[src/byte_self_information_defines.svh]
`ifndef BYTE_SELF_INFORMATION_DEFINES_SVH
`define BYTE_SELF_INFORMATION_DEFINES_SVH

// same-cycle implication, reset masks it
`define BSI_ASSERT_NOW(label, ante, cons, msg) \
	label: assert property (@(posedge clk) disable iff (!arst_n) (ante) |-> (cons)) \
		else $error(msg);

// next-cycle implication, reset masks it
`define BSI_ASSERT_NEXT(label, ante, cons, msg) \
	label: assert property (@(posedge clk) disable iff (!arst_n) (ante) |=> (cons)) \
		else $error(msg);

`endif

[src/bsi_pkg.sv]
`default_nettype none
package bsi_pkg;
	localparam int COUNT_BITS_DEF    = 17;
	localparam int FRACTION_BITS_DEF = 16;
	localparam int GUARD_BITS        = 8;
	localparam int SYMBOLS           = 256;
	localparam int INFO_BITS         = 21;
	localparam logic [INFO_BITS-1:0] INFO_MAX = '1;

	typedef enum logic [1:0] {
		CMD_ADD   = 2'd0,
		CMD_READ  = 2'd1,
		CMD_CLEAR = 2'd2,
		CMD_NOP   = 2'd3
	} cmd_t;

	typedef enum logic [2:0] {
		ST_IDLE,
		ST_ADD_WR,
		ST_SCAN_S,
		ST_SCAN_T,
		ST_CNT_RD,
		ST_LOG_T,
		ST_LOG_C,
		ST_FIN
	} state_t;

	typedef enum logic [1:0] {
		LG_IDLE,
		LG_NORM,
		LG_SQ
	} lg_state_t;

	typedef struct packed {
		logic       rd_en;
		logic [7:0] rd_addr;
		logic       wr_en;
		logic [7:0] wr_addr;
		logic       clr;
		logic [7:0] chk_addr;
	} hist_req_t;
endpackage
`default_nettype wire

[src/bsi_hist_mem.sv]
`default_nettype none
module bsi_hist_mem #(
	parameter int COUNT_BITS = bsi_pkg::COUNT_BITS_DEF
) (
	input  wire                    clk,
	input  wire                    arst_n,
	input  bsi_pkg::hist_req_t     req,
	input  wire [COUNT_BITS-1:0]   wr_data,
	output logic [COUNT_BITS-1:0]  rd_data,
	output logic                   chk_hit
);
	logic [COUNT_BITS-1:0] mem [bsi_pkg::SYMBOLS];
	logic [bsi_pkg::SYMBOLS-1:0] valid_q;
	logic [COUNT_BITS-1:0] rd_raw_q;
	logic rd_valid_q;

	always_ff @(posedge clk) begin
		if (req.wr_en) begin
			mem[req.wr_addr] <= wr_data;
		end
		if (req.rd_en) begin
			rd_raw_q <= mem[req.rd_addr];
		end
	end

	always_ff @(posedge clk or negedge arst_n) begin
		if (!arst_n) begin
			valid_q    <= '0;
			rd_valid_q <= 1'b0;
		end else begin
			if (req.rd_en) begin
				rd_valid_q <= valid_q[req.rd_addr];
			end
			if (req.clr) begin
				valid_q <= '0;
			end else if (req.wr_en) begin
				valid_q[req.wr_addr] <= 1'b1;
			end
		end
	end

	assign rd_data = rd_valid_q ? rd_raw_q : '0;
	assign chk_hit = valid_q[req.chk_addr];
endmodule
`default_nettype wire

[config.mk]
export PLATFORM = sky130hd
export DESIGN_NAME = bsi_hist_mem
export DESIGN_NICKNAME = d
export VERILOG_FILES = /design/src/byte_self_information_defines.svh /design/src/bsi_pkg.sv /design/src/bsi_hist_mem.sv
export SDC_FILE = /design/constraint.sdc
export NUM_CORES = 2
export LEC_CHECK = 0
export BUFFER_PORTS_ARGS = -buffer_cell sky130_fd_sc_hd__buf_4
export CAP_MARGIN = 20
export CORE_ASPECT_RATIO = 2
export CORE_MARGIN = 2
export CORE_UTILIZATION = 48
export DETAILED_ROUTE_END_ITERATION = 6
export GPL_ROUTABILITY_DRIVEN = 1
export PLACE_DENSITY = 0.72
export SYNTH_ARGS = -nofsm -noshare
export SYNTH_HDL_FRONTEND = slang
export SYNTH_MEMORY_MAX_BITS = 65536
export SYNTH_SLANG_ARGS = --single-unit
[constraint.sdc]
create_clock -name clk -period 2.3 [get_ports clk]
set_clock_uncertainty 0.05 [all_clocks]
set_input_delay 0.115 -clock clk [delete_from_list [all_inputs] [get_ports clk]]
set_output_delay 0.115 -clock clk [all_outputs]
set_load 0.05 [all_outputs]
==> summary.md <==
| Metric | Value |
|---|---|
| GRT met1 Usage | `30.09%` |
| Primary FF master, synth | `edfxtp_1` |
| CP arrival | `approximately 3.1 ns` |
| Number of synthesized flops with an enable pin | `approximately 4400` |
| Reg2reg start | `mem[123][7]$_DFFE_PP_` |
| Final net count | `roughly 9400` |
| Clock sinks | `approximately 4600` |
| Setup violators final | `19` |
| CTS buffer count | `~360` |
| Reg-to-reg endpoint | `rd_raw_q[7]$_DFFE_PP_` |
| Met3 usage in global routing | `roughly 3.8%` |
| Commonest non-fill, non-tap cell in the layout | `edfxtp_1` |
| Clock Path Buffers | `4` |
| Max cap viols | `0` |
| Num ports | `64` |
| Startpoint Class | `register` |
| WHS Path Cells | `2` |
| Die ar. | `between 300000 and 400000 um2` |
| CTS H-tree lvls | `5` |
| Final hold slack | `between 0.1 and 0.15 ns` |
| Most frequent cells in the layout | `edfxtp_1, mux4_2, buf_4` |
| Hold_sp | `wr_data[3]` |
| CORE AREA | `about 370000 um2` |
| Tmin final | `~3.3 ns` |
| Total gr overflow | `0` |
| Die X | `434.9 um` |
| Tot Pwr | `about 170000 uW` |
| Root Buffer | `clkbuf_16` |
| Failing checks | `design-rule violations, negative setup slack` |
| Syn avg cell area | `21.94 um2` |
| Fmax | `between 300 and 400 MHz` |
| Yosys reg bits | `4626` |
| Total routing usage reported by global routing | `27.11%` |
| Pin count of the biggest net entering global routing | `97` |
| Reg2reg path depth | `8` |
| End of the worst hold path | `mem[193][3]$_DFFE_PP_` |
| Layout area overhead | `19.47%` |
| Fillers | `~26000` |
| Final Cycle Share | `143.2%` |
| Clock-pin slew on the worst setup and hold paths | `approximately 0.080 ns` |
| Vias per inst | `roughly 6.4` |
| # DRC | `2` |
| First-pass GRT wire length | `about 720 mm` |
| Status | `finished, violations left` |
| Synth Cell Area | `~180000 um2` |
| Post-layout util | `between 50% and 60%` |
| Final hold violation count | `0` |
| CTS tree | `built` |
| Measured slew at the worst slew-check pin | `~1.1 ns` |
| DRT iter0 DRCs | `approximately 12000` |
| Rel. slew slack | `25.06%` |
| Leak | `slightly below 0.07 uW` |
| CP endpoint kind | `output port` |
| Share of synthesized area occupied by flip-flops and latches | `between 70 and 80%` |
| FF-to-FF setup slack | `-0.30 ns` |
| Hpwl dp | `between 300 and 400 mm` |
| Worst Hold Class | `in -> reg` |
| Slew Viols, Final | `0` |
| Placed Cells | `about 14000` |
| DR pass1 iterations | `7` |
| Layout cells sized above 1 | `between 30% and 40%` |
| Gate Count Post-Synth | `8125` |
| Post-Layout Inst Area | `between 200000 and 250000 um2` |
| WL/cell | `35.25 um` |
| Row count | `316` |
| Post-synth ARST share | `5.556%` |
| Syn Nets | `8171` |
| Met2 usage | `46.71%` |
| Ys Warns | `0` |
| Vias | `between 90000 and 100k` |
| I/O Buffers | `63` |
| DP Area | `between 150000 and 200000 um2` |
| Setup WS post-layout | `-0.9931 ns` |
| Gpl congestion | `around 0.97` |
| Unrepaired setup endpoints after global routing | `yes` |
| Power per standard cell area | `between 700 and 800 nW/um2` |
| Setup Crit Path Kind | `reg -> out` |
| Die height | `between 800 and 900 um` |
| Crit path max fanout | `2` |
| Most Crowded Layer GR | `met2` |
| Skew-Pair Late Insertion Delay | `around 0.97 ns` |
| Vias in the first global route | `about 96000` |
| Routed WL | `approximately 510 mm` |
| CP required | `~2.1 ns` |
| Initial antenna violation count | `26` |
| Starting density of the core | `roughly half` |
| Fin cells | `roughly 15000` |
| ANT nets after route | `0` |
| Netlist cell types | `46` |
| Max IR drop VDD | `0.6524 mV` |
-- worst max-delay path, cell delays in order, from the launching register on --
cell and delay (ns):
dfrtp_1 0.39, mux4_2 0.53, a22oi_2 0.22, a21oi_1 0.09
buf_4 0.21, a21oi_2 0.15, mux4_2 0.35, mux2i_2 0.10
buf_6 0.16
-- sequential cells by signal (all words and copies together), names as in the netlist --
name,count
mem,4352
valid_q,256
rd_valid_q,1
rd_raw_q,17
-- cells in the mapped netlist, types with 30 or more instances --
library cell	number	share of area [%]
mux2i_1	39	0.22
nand2_1	38	0.080
edfxtp_1	4369	74
o22ai_1	145	0.51
nor2_1	720	1.5
mux4_2	1204	15
o21ai_1	59	0.17
buf_1	38	0.080
clkbuf_1	288	0.61
a22o_1	274	1.3
buf_2	98	0.28
o21ba_2	30	0.17
a221oi_1	266	1.3
dfrtp_1	257	3.6
buf_6	66	0.42
a22oi_1	35	0.15
-- report_power, final --
group | switching, uW | internal (uW)
logic | 7050 | 4500
clock network | 29500 | 35700
registers | 145 | 92200
-- metrics by stage --
| stage | TNS [ns] | worst slack (ns) |
|---|---|---|
| after floorplan | -169.21 | -0.1057 |
| after global placement | -21.16 | -1.390 |
| after detailed placement | -21.36 | -1.340 |
| after CTS | -2.771 | -1.016 |
| after global routing | -4.022 | -1.033 |
| final | -3.062 | -0.9931 |
-- cells by family (layout without fill, tap and decap cells) --
kind of cell	after synthesis	count (layout)	share of synthesized area, %
compound gates	871	871	3.904
buf+inv	524	2016	1.510
flops	4626	4626	77.21
mux	1245	1245	15.44
other cells	0	15	0
simple gates	859	859	1.937
-- how the worst max path moves through the flow --
stage                                  startpoint                     end  slack, ns  cells past startpoint
after CTS                 valid_q[19]$_DFFE_PN0P_                 chk_hit      -1.02                      8
after global routing      valid_q[48]$_DFFE_PN0P_                 chk_hit      -1.03                      8
final                     valid_q[87]$_DFFE_PN0P_                 chk_hit      -0.99                      8
after detailed placement                  req[18]   rd_raw_q[4]$_DFFE_PP_      -1.34                     10
after global placement                    req[19]  rd_raw_q[15]$_DFFE_PP_      -1.39                     10
after floorplan                           req[10]   mem[238][0]$_DFFE_PP_      -0.11                      6
-- metal layers --
metal  vias to the layer above  share of wire (%)  wire (um)
met5                         -              0.013         69
met4                        10                9.8      50150
met3                      1319                7.6      39260
met2                      5421                 51     263700
met1                     49553                 31     160100
li1                      36890                  -          -
-- repair_timing --
action                                  in CTS  in global routing
endpoints found under the hold margin     4584                  0
pin swaps                                  142                 42
hold buffers                                40                  0
endpoints found under the setup margin      36                 55
resized for setup                          473                 79
buffers inserted                             1                  1
-- final cells by class --
cell class	count	area [um2]	share of cell area, %
sequential	4626	137600	64.62
clock inverter	201	2430	1.141
inverter	5	18.77	0.008813
tap	4929	6167	2.896
multi-input combinational	2975	41370	19.42
timing repair buffer	1359	15650	7.346
antenna	15	37.54	0.01763
clock buffer	451	9673	4.542
(Power assumes the default switching activity.)
