### config.mk
export PLATFORM = sky130hd
export DESIGN_NAME = bsi_log2
export DESIGN_NICKNAME = d
export VERILOG_FILES = /design/src/byte_self_information_defines.svh /design/src/bsi_pkg.sv /design/src/bsi_log2.sv
export SDC_FILE = /design/constraint.sdc
export NUM_CORES = 2
export LEC_CHECK = 0
export BUFFER_PORTS_ARGS = -buffer_cell sky130_fd_sc_hd__buf_2
export CORE_MARGIN = 5
export CORE_UTILIZATION = 53
export DETAILED_ROUTE_END_ITERATION = 16
export MAX_ROUTING_LAYER = met4
export PLACE_DENSITY = 0.69
export SETUP_SLACK_MARGIN = 0.2
export SLEW_MARGIN = 5
export SYNTH_ARGS = -nofsm -noshare
export SYNTH_HDL_FRONTEND = slang
export SYNTH_SLANG_ARGS = --single-unit
### constraint.sdc
create_clock -name clk -period 19.95 [get_ports clk]
set_input_delay 0.9975 -clock clk [delete_from_list [all_inputs] [get_ports clk]]
set_output_delay 0.9975 -clock clk [all_outputs]
set_load 0.02 [all_outputs]
### src/byte_self_information_defines.svh
`ifndef BYTE_SELF_INFORMATION_DEFINES_SVH
`define BYTE_SELF_INFORMATION_DEFINES_SVH

// same-cycle implication, reset masks it
`define BSI_ASSERT_NOW(label, ante, cons, msg) \
	label: assert property (@(posedge clk) disable iff (!arst_n) (ante) |-> (cons)) \
		else $error(msg);

// next-cycle implication, reset masks it
`define BSI_ASSERT_NEXT(label, ante, cons, msg) \
	label: assert property (@(posedge clk) disable iff (!arst_n) (ante) |=> (cons)) \
		else $error(msg);

`endif

### src/bsi_pkg.sv
`default_nettype none
package bsi_pkg;
	localparam int COUNT_BITS_DEF    = 17;
	localparam int FRACTION_BITS_DEF = 16;
	localparam int GUARD_BITS        = 8;
	localparam int SYMBOLS           = 256;
	localparam int INFO_BITS         = 21;
	localparam logic [INFO_BITS-1:0] INFO_MAX = '1;

	typedef enum logic [1:0] {
		CMD_ADD   = 2'd0,
		CMD_READ  = 2'd1,
		CMD_CLEAR = 2'd2,
		CMD_NOP   = 2'd3
	} cmd_t;

	typedef enum logic [2:0] {
		ST_IDLE,
		ST_ADD_WR,
		ST_SCAN_S,
		ST_SCAN_T,
		ST_CNT_RD,
		ST_LOG_T,
		ST_LOG_C,
		ST_FIN
	} state_t;

	typedef enum logic [1:0] {
		LG_IDLE,
		LG_NORM,
		LG_SQ
	} lg_state_t;

	typedef struct packed {
		logic       rd_en;
		logic [7:0] rd_addr;
		logic       wr_en;
		logic [7:0] wr_addr;
		logic       clr;
		logic [7:0] chk_addr;
	} hist_req_t;
endpackage
`default_nettype wire

### src/bsi_log2.sv
`default_nettype none
module bsi_log2 #(
	parameter int COUNT_BITS    = bsi_pkg::COUNT_BITS_DEF,
	parameter int FRACTION_BITS = bsi_pkg::FRACTION_BITS_DEF,
	localparam int EB = $clog2(COUNT_BITS),
	localparam int LB = FRACTION_BITS + bsi_pkg::GUARD_BITS,
	localparam int RW = EB + LB
) (
	input  wire                   clk,
	input  wire                   arst_n,
	input  wire                   start,
	input  wire [COUNT_BITS-1:0]  x,
	output logic                  done,
	output logic [RW-1:0]         result
);
	localparam int CW = $clog2(LB);

	bsi_pkg::lg_state_t state_q, state_d;
	logic [COUNT_BITS-1:0] w_q;
	logic [EB-1:0]         e_q;
	logic [31:0]           m_q;
	logic [LB-1:0]         frac_q;
	logic [CW-1:0]         cnt_q;
	logic                  done_q;
	logic [COUNT_BITS+30:0] wide;
	logic [61:0]           prod;
	logic [31:0]           sq;

	assign wide = {w_q, 31'd0};
	assign prod = m_q[30:0] * m_q[30:0];
	assign sq   = prod[61:30];

	always_comb begin
		state_d = state_q;
		case (state_q)
			bsi_pkg::LG_IDLE: begin
				if (start && x != '0) begin
					state_d = bsi_pkg::LG_NORM;
				end
			end
			bsi_pkg::LG_NORM: begin
				if (w_q[COUNT_BITS-1]) begin
					state_d = bsi_pkg::LG_SQ;
				end
			end
			bsi_pkg::LG_SQ: begin
				if (cnt_q == CW'(LB-1)) begin
					state_d = bsi_pkg::LG_IDLE;
				end
			end
			default: state_d = bsi_pkg::LG_IDLE;
		endcase
	end

	always_ff @(posedge clk or negedge arst_n) begin
		if (!arst_n) begin
			state_q <= bsi_pkg::LG_IDLE;
			done_q  <= 1'b0;
		end else begin
			state_q <= state_d;
			done_q  <= (state_q == bsi_pkg::LG_IDLE && start && x == '0) ||
				(state_q == bsi_pkg::LG_SQ && cnt_q == CW'(LB-1));
		end
	end

	always_ff @(posedge clk) begin
		case (state_q)
			bsi_pkg::LG_IDLE: begin
				if (start) begin
					w_q    <= x;
					e_q    <= EB'(COUNT_BITS-1);
					frac_q <= '0;
					cnt_q  <= '0;
				end
			end
			bsi_pkg::LG_NORM: begin
				if (w_q[COUNT_BITS-1]) begin
					m_q <= {1'b0, wide[COUNT_BITS+30:COUNT_BITS]};
				end else begin
					w_q <= w_q << 1;
					e_q <= e_q - 1'b1;
				end
			end
			bsi_pkg::LG_SQ: begin
				cnt_q  <= cnt_q + 1'b1;
				frac_q <= {frac_q[LB-2:0], sq[31]};
				m_q    <= sq[31] ? (sq >> 1) : sq;
			end
			default: ;
		endcase
	end

	assign done   = done_q;
	assign result = (w_q == '0) ? '0 : {e_q, frac_q};
endmodule
`default_nettype wire

==> flow_metrics.env <==
export IMPL_status="complete, no violations"
export IMPL_critPathLaunch="m_q[25]$_DFFE_PP_"
export IMPL_grt_usage_pct=25.4
export IMPL_grt_max_degree=63
export IMPL_drc_errors=0
export IMPL_cap_violations=0
export IMPL_worstMarginPinSlew_ps=1170
export IMPL_synth_largest_area_cell="fa_1"
export IMPL_fin_crit_sh_pct=48.4
export IMPL_place_congestion=0.897
export IMPL_ys_top_cells_by_area="fa_1, inv_1, ha_1"
export IMPL_synth_edf_count=82
export IMPL_fillers=5226
export IMPL_port_buffers=49
export IMPL_cp_arrival_ps=9740
export IMPL_drv_slew=0
export IMPL_cts_resized=0
export IMPL_wl_per_cell_um=18.7
export IMPL_ios=50
export IMPL_setup_viol=0
export IMPL_antenna_found_initial=1
export IMPL_grt_first_pass_wirelength_um=125000
export IMPL_drive_gt1_share_pct=3.85
export IMPL_layout_min_cycle_time_ps=9650
export IMPL_yosys_top_cells_count="inv_1, fa_1, nand2_1"
export IMPL_path_class="reg2reg"
export IMPL_cts_tree="built"
export IMPL_reg2reg_from="m_q[25]$_DFFE_PP_"
export IMPL_synth_cell_types=69
export IMPL_synth_top_area_share_pct=48.1
export IMPL_ys_flop_type="edfxtp_1"
export IMPL_first_pass_iters=5
export IMPL_holdBufCountCts=0
export IMPL_clk_insertion_delay_late_ps=340
export IMPL_yosysSeqAreaShare_pct=8.16
export IMPL_drt_iter0_markers=1348
export IMPL_start_kind="register"
export IMPL_coreArea_um2=57900
export IMPL_via_per_inst=5.29
export IMPL_vias=21200
export IMPL_cts_root_buffer="clkbuf_16"
export IMPL_die_h_um=252
export IMPL_antenna_cells=0
export IMPL_cts_buffer_depth=2
export IMPL_gr_total_overflow=0
export IMPL_grt_pass1_vias=23500
export IMPL_max_freq_mhz=104
export IMPL_h_tree_depth=3
export IMPL_synth_nets=4318
export IMPL_worst_hold_path_type="in2async"
export IMPL_crit_fanout=15
export IMPL_synth_most_common_cell="inv_1"
export IMPL_cts_sinks=85
export IMPL_synth_cells=3281
export IMPL_dp_hpwl_um=59100
export IMPL_ant_nets=0
export IMPL_die_width_um=252
export IMPL_initial_utilization_pct=53.7
export IMPL_core_rowCount=88
export IMPL_synth_warnings=0
export IMPL_final_setup_tns_ps=0
export IMPL_synth_seq_cells=85
export IMPL_fin_skew_ps=6.43
export IMPL_syn_to_final_growth_pct=4.10
export IMPL_dieArea_um2=63700
export IMPL_slew_headroom_pct=22.0
export IMPL_drt_wl_total_um=74900
export IMPL_syn_area_per_cell_um2=9.48
export IMPL_nNetsFinal=4282
export IMPL_synth_area_um2=31100
export IMPL_critPathRequiredTime_ps=20040
export IMPL_path_clk_slew_ps=70
export IMPL_cts_buffers=9
export IMPL_rsz0062_at_grt="false"
export IMPL_timing_hold_violations_final=0
export IMPL_crit_path_end_kind="register"
export IMPL_async_flop_share_pct=3.53
export IMPL_cts_setup_buffers=0
-- final timing paths --
kind                                      endpoint  slack [ps]  depth (start not counted)
max                              m_q[26]$_DFFE_PP_       10300                         25
min                                 done$_DFF_PN0_         440                          1
max reg2reg                      m_q[26]$_DFFE_PP_       10300                         25
min reg2reg                frac_q[8]$_SDFFCE_PN0P_         540                          1
max in group asynchronous   state_q[1]$_DFFE_PN0P_       19400                          1
min in group clk           frac_q[8]$_SDFFCE_PN0P_         540                          1
-- per-stage QoR --
step,hold slack [ps],std cells,setup slack [ps],instance area [µm²],util [%]
2_1_floorplan,515,3281,11840,31100,-
3_3_place_gp,525,3999,10500,32100,55.4
3_5_place_dp,528,3999,10390,32100,55.4
4_1_cts,437,4015,10430,32400,55.9
5_1_grt,439,4015,9880,32400,55.9
6_report,443,4015,10300,32400,55.9
-- worst max-delay path, cell delays in order (launching register included) --
cell and delay, ps:
edfxtp_1 920, buf_4 400, nand2_1 120, fa_1 580, fa_1 570, inv_1 60, fa_1 520, inv_1 50
fa_1 490, inv_1 50, fa_1 570, fa_1 430, fa_1 490, inv_1 50, fa_1 470, inv_1 40
ha_1 410, nand4_1 210, or4_4 580, o2111ai_1 310, o21ai_2 180, a211o_1 390, and3_4 210, o21ai_1 720
nand2_4 210, a221o_1 330
-- sequential cells by signal (all words and copies together), names as in the netlist --
signal and cells:
m_q 31, frac_q 24, w_q 17, cnt_q 5, e_q 5, state_q 2
done 1
-- layout make-up --
cell class	count	area, µm²	area share [%]
Timing Repair Buffer	85	515	1.59
Clock buffer	9	225	0.695
Inverter	918	3450	10.6
Clock inverter	7	88.8	0.274
Multi-Input combinational cell	2146	24600	76.0
Tap cell	765	957	2.96
Sequential cell	85	2540	7.83
-- kinds of logic after synthesis --
kind of cell	synth area share, %
buffers and inverters	12.8
adders and majority gates	58.9
xor gates and xnor gates	1.55
and+or+nand+nor	13.0
AOI/OAI and AO/OA	4.86
muxes	0.716
DFF	8.16
-- layout by cell type (no fill, tap or decap), types with 24 or more instances in the layout --
master    count
ha_1        270
o21ai_0      48
a21o_1       32
nand4_1      26
nand3_1      24
buf_2        49
buf_4        36
and2_1      215
edfxtp_1     82
nor2_1       76
a21oi_1      59
xnor2_1      33
fa_1        747
nor2b_1      38
nand2_1     349
inv_1       918
-- metal layers --
metal	up-vias	part of all wire, %	GRT usage, %
met5	-	0	-
met2	646	50	42.0
met4	0	3.1	6.54
li1	9628	-	-
met3	154	5.8	3.25
met1	10800	41	33.8
Power is left out: the tool's default activity adds up to more than one toggle a clock period on the data nets, which glitch-free logic cannot reach.
